`src/rpbm_pkg.sv`:
```
package rpbm_pkg;

	localparam int CH_W = 8;
	localparam int PROD_W = 2 * CH_W;
	localparam logic [CH_W-1:0] CH_MAX = 8'hFF;

	typedef enum logic [2:0] {
		MODE_NORMAL   = 3'd0,
		MODE_DARKEN   = 3'd1,
		MODE_MULTIPLY = 3'd2,
		MODE_LIGHTEN  = 3'd3,
		MODE_SCREEN   = 3'd4,
		MODE_DODGE    = 3'd5,
		MODE_SUBTRACT = 3'd6,
		MODE_OPAQUE   = 3'd7
	} blend_mode_t;

	// floor(p / 255) for p <= 255*255: (p + (p >> 8) + 1) >> 8
	function automatic logic [CH_W-1:0] div255(input logic [PROD_W-1:0] p);
		logic [PROD_W:0] sum;
		sum = {1'b0, p} + {{(CH_W+1){1'b0}}, p[PROD_W-1:CH_W]} + {{PROD_W{1'b0}}, 1'b1};
		return sum[PROD_W-1:CH_W];
	endfunction

endpackage

```
`src/rpbm_blend.sv`:
```
module rpbm_blend (
	input  logic                    clk,
	input  logic                    en,
	input  logic [rpbm_pkg::CH_W-1:0] s,
	input  logic [rpbm_pkg::CH_W-1:0] d,
	input  logic [rpbm_pkg::CH_W-1:0] a,
	input  rpbm_pkg::blend_mode_t   mode,
	output logic [rpbm_pkg::CH_W-1:0] x,
	output logic [rpbm_pkg::CH_W-1:0] d_out,
	output logic [rpbm_pkg::CH_W-1:0] a_out
);
	import rpbm_pkg::*;

	logic [PROD_W-1:0] prod_s1;
	logic [CH_W-1:0]   s_s1, d_s1, a_s1;
	blend_mode_t       mode_s1;
	logic [CH_W-1:0]   x_s2, d_s2, a_s2;

	logic [CH_W-1:0]   prod;
	logic [CH_W:0]     sum;
	logic [CH_W:0]     scr;
	logic [CH_W-1:0]   x_nxt;

	always_ff @(posedge clk) begin
		if (en) begin
			prod_s1 <= s * d;
			s_s1    <= s;
			d_s1    <= d;
			a_s1    <= a;
			mode_s1 <= mode;
		end
	end

	assign prod = div255(prod_s1);
	assign sum  = {1'b0, s_s1} + {1'b0, d_s1};
	// prod never exceeds min(s, d), so no underflow
	assign scr  = sum - {1'b0, prod};

	always_comb begin
		case (mode_s1)
			MODE_NORMAL:   x_nxt = s_s1;
			MODE_DARKEN:   x_nxt = (s_s1 < d_s1) ? s_s1 : d_s1;
			MODE_MULTIPLY: x_nxt = prod;
			MODE_LIGHTEN:  x_nxt = (s_s1 > d_s1) ? s_s1 : d_s1;
			MODE_SCREEN:   x_nxt = scr[CH_W] ? CH_MAX : scr[CH_W-1:0];
			MODE_DODGE:    x_nxt = sum[CH_W] ? CH_MAX : sum[CH_W-1:0];
			MODE_SUBTRACT: x_nxt = (s_s1 >= d_s1) ? (s_s1 - d_s1) : (d_s1 - s_s1);
			MODE_OPAQUE:   x_nxt = {1'b0, s_s1[CH_W-1:1]} + {1'b0, d_s1[CH_W-1:1]};
			default:       x_nxt = s_s1;
		endcase
	end

	always_ff @(posedge clk) begin
		if (en) begin
			x_s2 <= x_nxt;
			d_s2 <= d_s1;
			a_s2 <= a_s1;
		end
	end

	assign x     = x_s2;
	assign d_out = d_s2;
	assign a_out = a_s2;

endmodule

```
`src/rpbm_mix.sv`:
```
module rpbm_mix (
	input  logic                      clk,
	input  logic                      en,
	input  logic [rpbm_pkg::CH_W-1:0] x,
	input  logic [rpbm_pkg::CH_W-1:0] d,
	input  logic [rpbm_pkg::CH_W-1:0] a,
	output logic [rpbm_pkg::CH_W-1:0] res
);
	import rpbm_pkg::*;

	logic [PROD_W-1:0] xa_s3, da_s3;
	logic [CH_W-1:0]   res_s4;
	logic [PROD_W-1:0] mix;

	always_ff @(posedge clk) begin
		if (en) begin
			xa_s3 <= x * a;
			da_s3 <= d * (CH_MAX - a);
		end
	end

	// x*a + d*(255-a) stays within 255*255
	assign mix = xa_s3 + da_s3;

	always_ff @(posedge clk) begin
		if (en) begin
			res_s4 <= div255(mix);
		end
	end

	assign res = res_s4;

endmodule

```
`src/rgba_pixel_blend_modes.sv`:
```
// Each input transfer passes through four registered stages; stage 4 is the output register.
// Throughput: one pixel per cycle unless a finished result is stalled; stages 1 and 3 hold the 8x8 multipliers,
// stages 2 and 4 the divide-by-255 and the mode select / final mix.
// Reset (arst_n low, asynchronous) clears the stage valid bits only;
// the data registers are not reset.
module rgba_pixel_blend_modes (
	input  logic        clk,
	input  logic        arst_n,
	input  logic        in_valid,
	output logic        in_stall,
	input  logic [31:0] source_pixel,
	input  logic [23:0] dest_pixel,
	input  logic [2:0]  mode,
	output logic        out_valid,
	input  logic        out_stall,
	output logic [31:0] blended_pixel
);
	import rpbm_pkg::*;

	localparam int NCH = 3;

	// Stage valid bits travel with the data through all four stages
	logic v_s1, v_s2, v_s3, v_s4;
	logic en;

	logic [CH_W-1:0] alpha;
	blend_mode_t     mode_in;
	logic [CH_W-1:0] ch_s   [NCH];
	logic [CH_W-1:0] ch_d   [NCH];
	logic [CH_W-1:0] ch_x   [NCH];
	logic [CH_W-1:0] ch_d2  [NCH];
	logic [CH_W-1:0] ch_a2  [NCH];
	logic [CH_W-1:0] ch_res [NCH];

	// Whole pipe advances unless a finished result is held back downstream;
	// bubbles ahead of a stalled output are not squeezed out.
	assign en       = !(v_s4 && out_stall);
	assign in_stall = !en;

	always_ff @(posedge clk or negedge arst_n) begin
		if (!arst_n) begin
			v_s1 <= 1'b0;
			v_s2 <= 1'b0;
			v_s3 <= 1'b0;
			v_s4 <= 1'b0;
		end else if (en) begin
			v_s1 <= in_valid;
			v_s2 <= v_s1;
			v_s3 <= v_s2;
			v_s4 <= v_s3;
		end
	end

	assign alpha   = source_pixel[31:24];
	assign mode_in = blend_mode_t'(mode);

	// Channel 0 red, 1 green, 2 blue
	for (genvar i = 0; i < NCH; i++) begin : g_ch
		assign ch_s[i] = source_pixel[i*CH_W +: CH_W];
		assign ch_d[i] = dest_pixel[i*CH_W +: CH_W];

		rpbm_blend u_blend (
			.clk   (clk),
			.en    (en),
			.s     (ch_s[i]),
			.d     (ch_d[i]),
			.a     (alpha),
			.mode  (mode_in),
			.x     (ch_x[i]),
			.d_out (ch_d2[i]),
			.a_out (ch_a2[i])
		);

		rpbm_mix u_mix (
			.clk (clk),
			.en  (en),
			.x   (ch_x[i]),
			.d   (ch_d2[i]),
			.a   (ch_a2[i]),
			.res (ch_res[i])
		);
	end

	assign out_valid     = v_s4;
	// Output alpha is always opaque
	assign blended_pixel = {CH_MAX, ch_res[2], ch_res[1], ch_res[0]};

endmodule

```
`config.mk`:
```
export PLATFORM = sky130hd
export DESIGN_NAME = rgba_pixel_blend_modes
export DESIGN_NICKNAME = d
export VERILOG_FILES = /design/src/rpbm_pkg.sv /design/src/rpbm_blend.sv /design/src/rpbm_mix.sv /design/src/rgba_pixel_blend_modes.sv
export SDC_FILE = /design/constraint.sdc
export NUM_CORES = 2
export LEC_CHECK = 0
export BUFFER_PORTS_ARGS = -buffer_cell sky130_fd_sc_hd__buf_2
export CAP_MARGIN = 20
export CORE_MARGIN = 10
export CORE_UTILIZATION = 41
export DETAILED_ROUTE_END_ITERATION = 12
export GPL_ROUTABILITY_DRIVEN = 0
export SYNTH_ARGS = -nofsm -noshare
export SYNTH_HDL_FRONTEND = slang
export SYNTH_HIERARCHICAL = 1
export SYNTH_SLANG_ARGS = --single-unit
```
`constraint.sdc`:
```
create_clock -name clk -period 8.35 [get_ports clk]
set_input_delay 1.67 -clock clk [delete_from_list [all_inputs] [get_ports clk]]
set_output_delay 1.67 -clock clk [all_outputs]
set_load 0.005 [all_outputs]
```
==> flow_summary.yaml <==
outcome:
  outcome: "finished clean"
worst_setup_path:
  worst_path_max_delay_cell: "o41ai_1"
  cpLargestDelayFamily: "adder cells"
  path_cells: "buf_2, nand2_1, fa_1, fa_1, inv_1, fa_1, inv_1, fa_1, inv_1, ha_1, o41ai_1, o21ai_0, o41a_1, xnor2_1"
  cp-start-kind: "input port"
  setup.worst_path.end_class: "flop"
  slowest_delay_ns: 0.56
  cpMostUsedCell: "fa_1"
  crit_arrival_ns: 5.74
  crit_buf_inv: 4
  worstPathRequired_ns: 8.68
  worstSetupPathType: "input port to flop"
  worstPathMaxFanout: 9
synthesis:
  avgSynthCellArea_um2: 9.81
  async_flop_share_pct: 1.23
  yosysUniqueCellTypes: 115
  netlist_instances: 4033
  ys.flop_type: "edfxtp_1"
  ys_ff_latch: 325
  ys_seq_area_share_pct: 24.6
  synth_edf_count: 321
  synth_area_um2: 39600
  synth_warnings: 6
clock_network:
  clk_latency_ns: 0.58
  ctsLongestPathBuffers: 3
  cts.reportedPaths.clkPinSlew_ns: 0.06
  clock-sinks: 325
  cts_tree: "built"
  htree_levels: 2
  cts_buffers: 43
  root_buffer: "clkbuf_16"
  cts_resized: 0
  postCtsHoldBufs: 0
  cts_setup_buffers: 0
finish:
  mostFrequentLayoutCell: "inv_1"
  stdcell_area_um2: 42600
  drive_above_1_share_pct: 5.76
  final_nets: 5004
  most-common-layout-cells: "inv_1, ha_1, fa_1"
  fin_util_pct: 44.6
  area_growth_pct: 7.62
  fill_cells: 9234
die:
  ios: 97
  dieWidth_um: 331
  std_cell_rows: 113
  fp.dieH_um: 331
  die-area_um2: 109000
  start_util_pct: 41.5
  design.core.area_um2: 95400
timing:
  fin_crit_sh_pct: 64.8
  rsz0062_at_grt: "no"
  clock_skew_ns: 0.0287
  period_minus_slack_ns: 5.41
  slew_viol_final: 0
  fin_setup_tns_ns: 0
  timing.fmax_mhz: 185
  setup_violations: 0
  relSlewSlack_pct: 37.3
  worst_slew_pin_slew_ns: 0.941
  hold_viol: 0
route:
  drtIter0Drc: 1434
  wl_per_cell_um: 16.5
  drtAntennaViolNets: 0
  vias_per_cell: 5.19
  vias: 27900
  drt-total-wl_um: 88700
  drt-pass1-iter-count: 6
  remaining_drc_errors: 0
global_routing:
  grt-ovfl-total: 0
  grt_pass1_wl_um: 147000
  grt_use_total_pct: 16.4
  grt_pass1_vias: 28200
  antenna_found_initial: 5
  grt_start_max_net_pins: 75
placement:
  place_area_um2: 41200
  port_buffers: 88
  hpwlAfterDp_um: 71100
flow_run:
  maxCapViolCount: 0
worst_hold_path:
  hold_class: "flop to flop"
## registers in the layout, indices dropped and copies added, names as in the netlist, 24 cells and up
register,count
g_ch.u_mix/da_s3,48
g_ch.u_blend/s_s1,24
g_ch.u_blend/prod_s1,48
g_ch.u_mix/xa_s3,48
g_ch.u_blend/d_out,24
g_ch.u_blend/a_s1,24
g_ch.u_blend/d_s1,24
g_ch.u_blend/a_out,24
g_ch.u_blend/x,24
g_ch.u_mix/res,24
## area by class of cell
| class | count | area [um^2] | area share [%] |
|---|---|---|---|
| Timing Repair Buffer | 97 | 508 | 1.19 |
| Clock inverter | 20 | 228 | 0.535 |
| Inverter | 640 | 2400 | 5.64 |
| Clock buffer | 56 | 1150 | 2.71 |
| Multi-Input combinational cell | 2979 | 27000 | 63.3 |
| Tap cell | 1265 | 1580 | 3.72 |
| Antenna cell | 1 | 2.50 | 0.00587 |
| Sequential cell | 325 | 9740 | 22.9 |
## routing by layer
metal / wire, um / GRT usage, %
met5: 13 / 0
met4: 1840 / 3.90
met3: 3450 / 1.94
met2: 42100 / 27.5
met1: 41300 / 22.3
## synth_stat cells, types with 20 or more instances
master	number	area share, %
ha_1	510	16
o21bai_1	20	0.38
fa_1	345	17
a21o_1	59	1.1
nand2b_1	85	1.3
nand3_1	50	0.63
inv_1	638	6.1
o211ai_1	30	0.57
xor2_1	58	1.3
nor3_1	57	0.72
and3_1	28	0.44
a211oi_1	27	0.51
nor2b_1	181	2.9
nor2_1	171	1.6
a21oi_1	164	2.1
mux2i_1	49	1.2
clkbuf_1	56	0.53
o21a_1	35	0.66
xnor2_1	164	3.6
o21ai_0	102	1.3
edfxtp_1	321	24
nand2_1	225	2.1
and2_1	292	4.6
## metrics by stage
| step | hold slack (ns) | instances | setup slack [ns] |
|---|---|---|---|
| 2_1_floorplan | 0.400 | 4040 | 0.892 |
| 3_3_place_gp | 0.401 | 5305 | 2.40 |
| 3_5_place_dp | 0.405 | 5306 | 2.35 |
| 4_1_cts | 0.413 | 5382 | 2.99 |
| 5_1_grt | 0.422 | 5382 | 2.73 |
| 6_report | 0.412 | 5383 | 2.94 |
## cell families (layout without fill, tap and decap cells)
group	count (synthesis)	after routing	share of synthesized area [%]
buffers and inverters	736	813	7.33
adder cells (fa/ha/maj)	855	855	33.6
AO/OA/AOI/OAI	641	641	11.6
flip-flops	325	325	24.6
multiplexers	59	59	1.55
other	1	9	0.00947
XOR/XNOR	224	224	4.99
AND/OR/NAND/NOR	1192	1192	16.4
## worst paths after layout
path | cells after the start | slack, ns | from | endpoint
hold reg to reg | 0 | 0.41 | g_ch[1].u_blend/a_s1[6] | g_ch[1].u_blend/a_out[6]
setup / recovery | 14 | 2.94 | dest_pixel[15] | g_ch[1].u_blend/prod_s1[14]
hold / removal | 0 | 0.41 | g_ch[1].u_blend/a_s1[6] | g_ch[1].u_blend/a_out[6]
setup reg to reg | 18 | 3.35 | g_ch[0].u_blend/a_out[0] | g_ch[0].u_mix/da_s3[14]
max in group asynchronous | 1 | 7.34 | arst_n | v_s2
min in group asynchronous | 1 | 0.88 | arst_n | out_valid
Power is not shown: default switching activity piles up to over one toggle a cycle in this logic, so the estimate is an artifact.
